`src/rtl/core/poly_coeff_compress_pack_assert.svh`:
```
// assertion macros for the coefficient compress and pack block
`ifndef POLY_COEFF_COMPRESS_PACK_ASSERT_SVH
`define POLY_COEFF_COMPRESS_PACK_ASSERT_SVH

// same-cycle implication, clocked on clk, off during reset
`define PCCP_ASSERT_SAME(lbl, ante, cons) \
    lbl: assert property (@(posedge clk) disable iff (!rst_n) (ante) |-> (cons)) \
        else $error("pccp assertion failed");

// next-cycle implication, clocked on clk, off during reset
`define PCCP_ASSERT_NEXT(lbl, ante, cons) \
    lbl: assert property (@(posedge clk) disable iff (!rst_n) (ante) |=> (cons)) \
        else $error("pccp assertion failed");

`endif

```
`src/rtl/core/pccp_pkg.sv`:
```
// package with widths and constants of the coefficient compress and pack block
package pccp_pkg;

    localparam int COEFF_W = 13;
    localparam int U_W = 12;
    localparam int BYTE_W = 8;
    localparam int CFG_W = 3;
    localparam int T_W = 6;
    localparam int X_W = 18;
    localparam int PROD_W = 36;
    localparam int Q_W = 7;
    localparam int LEFT_W = 7;
    localparam int CNT_W = 3;
    localparam int SUM_W = 4;
    localparam int ACC_W = 13;

    localparam int DEFAULT_COEFFS = 256;

    localparam logic [CFG_W-1:0] CFG_RESET = 3'd4;
    localparam logic [CFG_W-1:0] D_MIN = 3'd3;
    localparam logic [CFG_W-1:0] D_MAX = 3'd6;

    localparam logic signed [COEFF_W-1:0] COEFF_HI = 13'sd3328;
    localparam logic signed [COEFF_W-1:0] COEFF_LO = -13'sd3328;
    localparam logic [COEFF_W-1:0] MODULUS_Q = 13'd3329;
    localparam logic [X_W-1:0] HALF_Q = 18'd1664;

    // floor(x / 3329) == (x * RECIP_M) >> RECIP_SH for every x below 2^21
    localparam logic [X_W-1:0] RECIP_M = 18'd161271;
    localparam int RECIP_SH = 29;

endpackage

```
`src/rtl/core/pccp_if.sv`:
```
// valid/ready channel interfaces for coefficient words and packed byte words
interface pccp_coeff_if
    import pccp_pkg::*;
();
    logic                      valid;
    logic                      ready;
    logic signed [COEFF_W-1:0] coefficient;

    modport source (output valid, output coefficient, input ready);
    modport sink (input valid, input coefficient, output ready);
endinterface

interface pccp_byte_if
    import pccp_pkg::*;
();
    logic              valid;
    logic              ready;
    logic [BYTE_W-1:0] packed_byte;
    logic              last_byte;

    modport source (output valid, output packed_byte, output last_byte, input ready);
    modport sink (input valid, input packed_byte, input last_byte, output ready);
endinterface

```
`src/rtl/core/poly_coeff_compress_pack.sv`:
```
// top level: compresses signed coefficients to d bits and packs them into bytes
//
// coeff_in carries one signed 13-bit coefficient per word (valid/ready);
// byte_out carries packed bytes, least significant bit first, with
// last_byte set on the final byte of each polynomial of COEFFS_PER_POLY
// coefficients. cfg_we/cfg_data write the bits per coefficient (3..6,
// values outside act as the nearest end); write only while idle.
// a coefficient is held in the input register, is clamped, compressed
// with one 18x18 reciprocal multiply and packed into the pending bits or
// the output register as it advances: a word that fills a byte passes through
// the input register and then the output register, which holds the byte valid until it is taken.
// one word per cycle is sustained while byte_out is ready; words that
// complete no byte never wait for the output register.
// if the receiver stalls, the output register holds its byte and the input
// register keeps taking words until it holds one that completes a byte,
// then ready drops.
// reset clears the pending bits, the coefficient index and both valid
// flags, and sets the width to 4 bits.
module poly_coeff_compress_pack
    import pccp_pkg::*;
#(
    parameter int COEFFS_PER_POLY = DEFAULT_COEFFS
)(
    input  logic             clk,
    input  logic             rst_n,
    input  logic             cfg_we,
    input  logic [CFG_W-1:0] cfg_data,
    pccp_coeff_if.sink       coeff_in,
    pccp_byte_if.source      byte_out
);

    localparam int IDX_W = $clog2(COEFFS_PER_POLY);
    localparam logic [IDX_W-1:0] IDX_LAST = IDX_W'(COEFFS_PER_POLY - 1);

    logic [CFG_W-1:0]          cfg_bits_reg;
    logic                      s1_valid_reg;
    logic signed [COEFF_W-1:0] coeff_reg;
    logic [LEFT_W-1:0]         left_bits_reg;
    logic [CNT_W-1:0]          left_cnt_reg;
    logic [IDX_W-1:0]          idx_reg;
    logic                      out_valid_reg;
    logic [BYTE_W-1:0]         out_byte_reg;
    logic                      out_last_reg;

    logic [CFG_W-1:0]          d_act;
    logic signed [COEFF_W-1:0] coeff_sat;
    logic [COEFF_W-1:0]        coeff_mod;
    logic [U_W-1:0]            u_val;
    logic [X_W-1:0]            x_val;
    logic [PROD_W-1:0]         prod;
    logic [Q_W-1:0]            q_val;
    logic [T_W-1:0]            t_mask;
    logic [T_W-1:0]            t_val;
    logic [ACC_W-1:0]          acc;
    logic [SUM_W-1:0]          cnt_sum;
    logic                      is_last;
    logic                      produce;
    logic                      advance;
    logic                      in_ready;
    logic [LEFT_W-1:0]         left_bits_next;
    logic [CNT_W-1:0]          left_cnt_next;
    logic [IDX_W-1:0]          idx_next;

    // config register
    always_ff @(posedge clk or negedge rst_n)
    begin
        if (!rst_n)
        begin
            cfg_bits_reg <= CFG_RESET;
        end
        else if (cfg_we)
        begin
            cfg_bits_reg <= cfg_data;
        end
    end

    always_comb
    begin
        if (cfg_bits_reg < D_MIN)
        begin
            d_act = D_MIN;
        end
        else if (cfg_bits_reg > D_MAX)
        begin
            d_act = D_MAX;
        end
        else
        begin
            d_act = cfg_bits_reg;
        end
    end

    // clamp, fold negatives, compress
    always_comb
    begin
        if (coeff_reg > COEFF_HI)
        begin
            coeff_sat = COEFF_HI;
        end
        else if (coeff_reg < COEFF_LO)
        begin
            coeff_sat = COEFF_LO;
        end
        else
        begin
            coeff_sat = coeff_reg;
        end
        coeff_mod = coeff_sat[COEFF_W-1] ? (unsigned'(coeff_sat) + MODULUS_Q)
                                         : unsigned'(coeff_sat);
        u_val  = coeff_mod[U_W-1:0];
        x_val  = (X_W'(u_val) << d_act) + HALF_Q;
        prod   = PROD_W'(x_val) * PROD_W'(RECIP_M);
        q_val  = prod[PROD_W-1:RECIP_SH];
        t_mask = T_W'((Q_W'(1) << d_act) - Q_W'(1));
        t_val  = q_val[T_W-1:0] & t_mask;
    end

    // bit packing
    always_comb
    begin
        acc     = ACC_W'(left_bits_reg) | (ACC_W'(t_val) << left_cnt_reg);
        cnt_sum = SUM_W'(left_cnt_reg) + SUM_W'(d_act);
        is_last = (idx_reg >= IDX_LAST);
        if (is_last)
        begin
            produce        = (cnt_sum != '0);
            left_bits_next = '0;
            left_cnt_next  = '0;
            idx_next       = '0;
        end
        else if (cnt_sum >= SUM_W'(BYTE_W))
        begin
            produce        = 1'b1;
            left_bits_next = LEFT_W'(acc[ACC_W-1:BYTE_W]);
            left_cnt_next  = CNT_W'(cnt_sum - SUM_W'(BYTE_W));
            idx_next       = idx_reg + IDX_W'(1);
        end
        else
        begin
            produce        = 1'b0;
            left_bits_next = acc[LEFT_W-1:0];
            left_cnt_next  = cnt_sum[CNT_W-1:0];
            idx_next       = idx_reg + IDX_W'(1);
        end
    end

    assign advance = s1_valid_reg && (!produce || !out_valid_reg || byte_out.ready);
    assign in_ready = !s1_valid_reg || advance;

    assign coeff_in.ready       = in_ready;
    assign byte_out.valid       = out_valid_reg;
    assign byte_out.packed_byte = out_byte_reg;
    assign byte_out.last_byte   = out_last_reg;

    // control state
    always_ff @(posedge clk or negedge rst_n)
    begin
        if (!rst_n)
        begin
            s1_valid_reg  <= 1'b0;
            left_bits_reg <= '0;
            left_cnt_reg  <= '0;
            idx_reg       <= '0;
            out_valid_reg <= 1'b0;
        end
        else
        begin
            if (in_ready)
            begin
                s1_valid_reg <= coeff_in.valid;
            end
            if (advance)
            begin
                left_bits_reg <= left_bits_next;
                left_cnt_reg  <= left_cnt_next;
                idx_reg       <= idx_next;
            end
            if (advance && produce)
            begin
                out_valid_reg <= 1'b1;
            end
            else if (byte_out.ready)
            begin
                out_valid_reg <= 1'b0;
            end
        end
    end

    // payload registers
    always_ff @(posedge clk)
    begin
        if (in_ready && coeff_in.valid)
        begin
            coeff_reg <= coeff_in.coefficient;
        end
        if (advance && produce)
        begin
            out_byte_reg <= acc[BYTE_W-1:0];
            out_last_reg <= is_last;
        end
    end

`include "poly_coeff_compress_pack_assert.svh"

    `PCCP_ASSERT_NEXT(a_clear_after_last, advance && is_last, (left_cnt_reg == '0) && (idx_reg == '0))
    `PCCP_ASSERT_NEXT(a_idx_step, advance && !is_last, idx_reg == ($past(idx_reg) + IDX_W'(1)))
    `PCCP_ASSERT_SAME(a_ready_when_empty, !s1_valid_reg, coeff_in.ready)
    `PCCP_ASSERT_NEXT(a_hold_when_blocked, s1_valid_reg && !advance, s1_valid_reg && $stable(coeff_reg))

endmodule

```
`src/flat_wrapper.sv`:
```
// flat-port wrapper written by rule: the top's interface ports become plain ports
module poly_coeff_compress_pack_flat import pccp_pkg::*;
#(
    parameter int COEFFS_PER_POLY = DEFAULT_COEFFS
)
  (clk, rst_n, cfg_we, cfg_data, coeff_in_valid, coeff_in_coefficient, coeff_in_ready, byte_out_valid, byte_out_packed_byte, byte_out_last_byte, byte_out_ready);
  pccp_coeff_if coeff_in_i ();
  pccp_byte_if byte_out_i ();
  input  logic clk;
  input  logic rst_n;
  input  logic cfg_we;
  input  logic [CFG_W-1:0] cfg_data;
  input wire logic [$bits(coeff_in_i.valid)-1:0] coeff_in_valid;
  input wire logic [$bits(coeff_in_i.coefficient)-1:0] coeff_in_coefficient;
  output wire logic [$bits(coeff_in_i.ready)-1:0] coeff_in_ready;
  output wire logic [$bits(byte_out_i.valid)-1:0] byte_out_valid;
  output wire logic [$bits(byte_out_i.packed_byte)-1:0] byte_out_packed_byte;
  output wire logic [$bits(byte_out_i.last_byte)-1:0] byte_out_last_byte;
  input wire logic [$bits(byte_out_i.ready)-1:0] byte_out_ready;
  assign coeff_in_i.valid = coeff_in_valid;
  assign coeff_in_i.coefficient = coeff_in_coefficient;
  assign coeff_in_ready = coeff_in_i.ready;
  assign byte_out_valid = byte_out_i.valid;
  assign byte_out_packed_byte = byte_out_i.packed_byte;
  assign byte_out_last_byte = byte_out_i.last_byte;
  assign byte_out_i.ready = byte_out_ready;
  poly_coeff_compress_pack #(.COEFFS_PER_POLY(COEFFS_PER_POLY)) u_core (.clk(clk), .rst_n(rst_n), .cfg_we(cfg_we), .cfg_data(cfg_data), .coeff_in(coeff_in_i), .byte_out(byte_out_i));
endmodule
```
`config.mk`:
```
export PLATFORM = sky130hd
export DESIGN_NAME = poly_coeff_compress_pack_flat
export DESIGN_NICKNAME = d
export VERILOG_FILES = /design/src/rtl/core/pccp_pkg.sv /design/src/rtl/core/pccp_if.sv /design/src/rtl/core/poly_coeff_compress_pack.sv /design/src/flat_wrapper.sv
export VERILOG_INCLUDE_DIRS = /design/src /design/src/rtl/core
export SDC_FILE = /design/constraint.sdc
export NUM_CORES = 1
export LEC_CHECK = 0
export ABC_AREA = 0
export BUFFER_PORTS_ARGS = -buffer_cell sky130_fd_sc_hd__buf_2
export CAP_MARGIN = 20
export CORE_MARGIN = 1
export CORE_UTILIZATION = 30
export CTS_BUF_LIST = sky130_fd_sc_hd__clkbuf_8
export DETAILED_ROUTE_END_ITERATION = 12
export GPL_TIMING_DRIVEN = 1
export PLACE_DENSITY = 0.46
export SLEW_MARGIN = 25
export SYNTH_ARGS = -nofsm -noshare
export SYNTH_HDL_FRONTEND = slang
export SYNTH_SLANG_ARGS = --single-unit
```
`constraint.sdc`:
```
create_clock -name clk -period 28.8 [get_ports clk]
set_input_delay 0 -clock clk [delete_from_list [all_inputs] [get_ports clk]]
set_output_delay 0 -clock clk [all_outputs]
set_load 0.05 [all_outputs]
```
==> results.md <==
- The final net count is ~1400.
- For this configuration, the core starts out at a cell density of 30.6%.
- The first global-routing pass estimated 39800 um of wire.
- The overall die width is between 150 and 200 um.
- The required arrival time at the worst endpoint is between 20 and 30 ns.
- For this run, asynchronously set or reset flops after synthesis account for between 50% and 60%.
- The number of buffers added on ports is 31.
- In the synthesized netlist, the number of instances is ~1100.
- The class of the tightest hold or removal check is in -> async.
- The normalized max-slew margin is about 40%.
- Once placement finished, the instance area stood at 10300 um2.
- In this run the clock root is driven by a sky130_fd_sc_hd__clkbuf_8.
- The XOR/XNOR share of the synthesized area is 3.95%.
- In the final routed layout, each cell accounts on average for 15.7 um.
- The routed via count divided by cell count is between 4 and 5.
- After detailed routing, the number of remaining DRC violations is 0.
- The clock network latency to the later pin of the worst-skew pair is about 0.31 ns.
- The critical path's most frequent cell is sky130_fd_sc_hd__fa_1.
- The routed layout has around 7200 vias.
- Summed over all nets, the half-perimeter wirelength after detailed placement is roughly 21000 um.
- The post-CTS setup buffer count is 0.
- The initial antenna violation count is 0.
- Relative to the synthesized area, the layout overhead comes to 9.62%.
- The most used flip-flop cell after synthesis is sky130_fd_sc_hd__edfxtp_1.
- The flow ran to the end, and the final reports show no timing, DRC or antenna violations.
- The CTS clock-pin slew for the worst setup and hold paths is 0.09 ns.
- The pre-antenna-repair detailed-routing pass consisted of 5 iterations.
- The worst path arrival time is 10.89 ns.
- The proportion of layout cells with a drive suffix above 1 is between 5 and 6%.
- The clock tree buffer depth is 2.
- In this run the core area contains 65 standard-cell rows.
- In this run, synthesis produced a sequential element count of 45.
- The repair_antennas step left the layout with diodes totalling 0.
- The average cell area after synthesis is 9.12 um2.
- The aggregate global-route resource usage is between 10% and 20%.
- After synthesis, the largest family of logic cells by area is adder cells.
- In this run the standard cell core region covers about 32000 um2.
- Pin placement for this block handled 32 I/O pins.
- In this run, distinct cell masters in the synthesized netlist total 84.
- Counting the buffers created by CTS gives 5.
- The measured slew at the worst slew-check pin is 0.894 ns.
- The clock tree skew after final layout is 0.0171 ns.
- The detail route stage leaves a number of antenna-violating nets equal to 0.
- Across all hold checks on the routed design, the worst slack comes to roughly 0.2 ns.
- The total overflow left after global routing is 0.
- The category of the most critical setup path is reg -> reg.
- The cell taking the most area after synthesis is sky130_fd_sc_hd__fa_1.
- The die height is between 150 and 200 um.
- Counting I/O delays and the setup requirement, the final critical path takes 10.84 ns.
- The total number of yosys warnings is 0.
- The register with the most flip-flops in the layout has 13 of them.
- The worst setup path is captured at a flop.
- The final-report hold violation count is 0.
- The max-capacitance violation count is 0.
- The total die area is roughly 33000 um2.
- The max-slew violation count was 0.
- The largest net degree at the start of global routing is 24.
- The timing-limited maximum frequency is approximately 92 MHz.
- Cells fill about a third of the core in the end.
- The number of design-rule violations left by the first detailed-router iteration is 330.
- The final setup violation count is 0.
- The number of flops mapped to enable cells by yosys is 22.
- The fraction of the cycle the final worst path needs is 37.6%.
- The number of global-route vias before repair is 7566.
- The cell with the biggest individual delay on the critical path is sky130_fd_sc_hd__xnor2_1.
- Setup repair after global routing left no endpoint under its margin.
- The clock net sink count is 45.
- The TritonCTS clock tree is done.
- The share of synthesized cell area in and, or, nand and nor gates is between 10 and 15%.
- The mux cell area share after synthesis is under 10%.
- The sequential cell area fraction in the yosys report is 12.8%.
- STA classifies the critical path startpoint as a flop.
- The largest stage delay on the critical path is roughly 0.7 ns.
- At the end of routability-driven placement, the weighted congestion stood at roughly 0.85.
- The largest fanout on the critical path is 12.
- Summing every instance area after synthesis gives approximately 9700 um2.
- The post-synthesis adder-cell area fraction is 45.3%.
- Ranked by total cell area, the synthesized netlist is headed by sky130_fd_sc_hd__fa_1 27%, sky130_fd_sc_hd__ha_1 18%, sky130_fd_sc_hd__inv_1 11%.
- Summing the areas of all compound-gate instances in the mapped netlist gives 13.8% of the synthesized area.
- Summing all non-filler instances in the final layout gives an area of around 11000 um2.
- Of the post-synthesis cell area, the dominant cell type holds 27.0%.
- The total negative slack for setup checks is 0 ns.
- For this block, the routed nets add up to between 20000 and 25000 um of wire.
- The H-tree generated during clock tree synthesis spans 2 levels.
## metal layers
metal  wire (um)  share of wire (%)  global-route usage [%]
met1       11600                 48                    20.9
met2       11700                 49                    27.0
met3         422                1.8                   0.562
met4         191               0.80                    2.68
met5           0                  0                       0
## synthesized netlist by cell type, types with 4 or more instances
| library cell | count |
|---|---|
| sky130_fd_sc_hd__o21a_1 | 8 |
| sky130_fd_sc_hd__mux2i_1 | 9 |
| sky130_fd_sc_hd__nand2_1 | 45 |
| sky130_fd_sc_hd__nand2b_1 | 5 |
| sky130_fd_sc_hd__mux2_2 | 4 |
| sky130_fd_sc_hd__xnor2_1 | 27 |
| sky130_fd_sc_hd__nand3_1 | 21 |
| sky130_fd_sc_hd__or2_2 | 4 |
| sky130_fd_sc_hd__o21bai_1 | 4 |
| sky130_fd_sc_hd__xor2_1 | 13 |
| sky130_fd_sc_hd__fa_1 | 131 |
| sky130_fd_sc_hd__and2_1 | 15 |
| sky130_fd_sc_hd__ha_1 | 141 |
| sky130_fd_sc_hd__dfrtp_1 | 22 |
| sky130_fd_sc_hd__edfxtp_1 | 22 |
| sky130_fd_sc_hd__nand4b_1 | 4 |
| sky130_fd_sc_hd__and3_1 | 13 |
| sky130_fd_sc_hd__nand4_1 | 9 |
| sky130_fd_sc_hd__inv_1 | 278 |
| sky130_fd_sc_hd__nor2_1 | 38 |
| sky130_fd_sc_hd__a211oi_1 | 7 |
| sky130_fd_sc_hd__clkbuf_1 | 13 |
| sky130_fd_sc_hd__or3_1 | 6 |
| sky130_fd_sc_hd__o22ai_1 | 4 |
| sky130_fd_sc_hd__o211ai_1 | 9 |
| sky130_fd_sc_hd__buf_2 | 4 |
| sky130_fd_sc_hd__o2bb2ai_1 | 4 |
| sky130_fd_sc_hd__a21oi_1 | 41 |
| sky130_fd_sc_hd__nor2b_1 | 6 |
| sky130_fd_sc_hd__nor3_1 | 12 |
| sky130_fd_sc_hd__a31oi_1 | 4 |
| sky130_fd_sc_hd__o21ai_0 | 41 |
| sky130_fd_sc_hd__o31ai_1 | 5 |
| sky130_fd_sc_hd__a21o_1 | 16 |
| sky130_fd_sc_hd__o221ai_1 | 4 |
## stage by stage
stage	setup slack, ns	std cells
after floorplan	19.37	1086
after global placement	18.08	1500
after detailed placement	17.97	1500
after CTS	17.92	1528
after global routing	17.09	1528
final	17.96	1528
## cell type report
class	count	area (um2)
clock buffer	5	68.8
clock inverter	3	13.8
fill	3362	21100
inverter	279	1050
multi-input combinational	742	7400
sequential	45	1240
tap	402	503
timing repair buffer	52	363
## layout by cell type (no fill, tap or decap), types with 15 or more instances in the layout
cell type and count:
sky130_fd_sc_hd__inv_1 279, sky130_fd_sc_hd__ha_1 141, sky130_fd_sc_hd__fa_1 131, sky130_fd_sc_hd__nand2_1 45
sky130_fd_sc_hd__a21oi_1 41, sky130_fd_sc_hd__o21ai_0 41, sky130_fd_sc_hd__nor2_1 38, sky130_fd_sc_hd__buf_2 31
sky130_fd_sc_hd__xnor2_1 27, sky130_fd_sc_hd__conb_1 25, sky130_fd_sc_hd__edfxtp_1 22, sky130_fd_sc_hd__dfrtp_1 22
sky130_fd_sc_hd__nand3_1 21, sky130_fd_sc_hd__dlygate4sd3_1 20, sky130_fd_sc_hd__a21o_1 16, sky130_fd_sc_hd__and2_1 15
## critical path, delay by kind of cell, from the launching register on
kind                       cells  cell delay, ns
adders and majority gates      9            3.93
xor gates and xnor gates       3            1.32
DFF                            1            0.48
AOI/OAI and AO/OA              9            2.44
and+or+nand+nor               11            2.14
buffers and inverters          4            0.28
## path summary, 6_finish.rpt
check	from	end	slack, ns	cells past startpoint
min	rst_n	u_core.left_bits_reg[5]$_DFFE_PN0P_	0.20	2
max reg2reg	u_core.coeff_reg[9]$_DFFE_PP_	u_core.byte_out.packed_byte[6]$_DFFE_PP_	17.96	36
min in group clk	coeff_in_coefficient[6]	u_core.coeff_reg[6]$_DFFE_PP_	0.41	2
max in group asynchronous	rst_n	u_core.cfg_bits_reg[2]$_DFFE_PN1P_	28.22	2
max	u_core.coeff_reg[9]$_DFFE_PP_	u_core.byte_out.packed_byte[6]$_DFFE_PP_	17.96	36
min reg2reg	u_core.idx_reg[6]$_DFFE_PN0P_	u_core.idx_reg[6]$_DFFE_PN0P_	0.47	1
## repair_timing
action | in CTS | in global routing
resized for setup | 0 | 0
hold buffers | 20 | 0
endpoints found under the hold margin | 40 | 0
## cells by family (layout without fill, tap and decap cells)
family | after synthesis | after routing
buf+inv | 299 | 339
flops | 45 | 45
compound gates | 190 | 190
other cells | 2 | 25
simple gates | 199 | 199
mux | 13 | 13
fa+ha+maj | 273 | 273
xor+xnor | 42 | 42
Power is not shown: default switching activity piles up to over one toggle a cycle in this logic, so the estimate is an artifact.
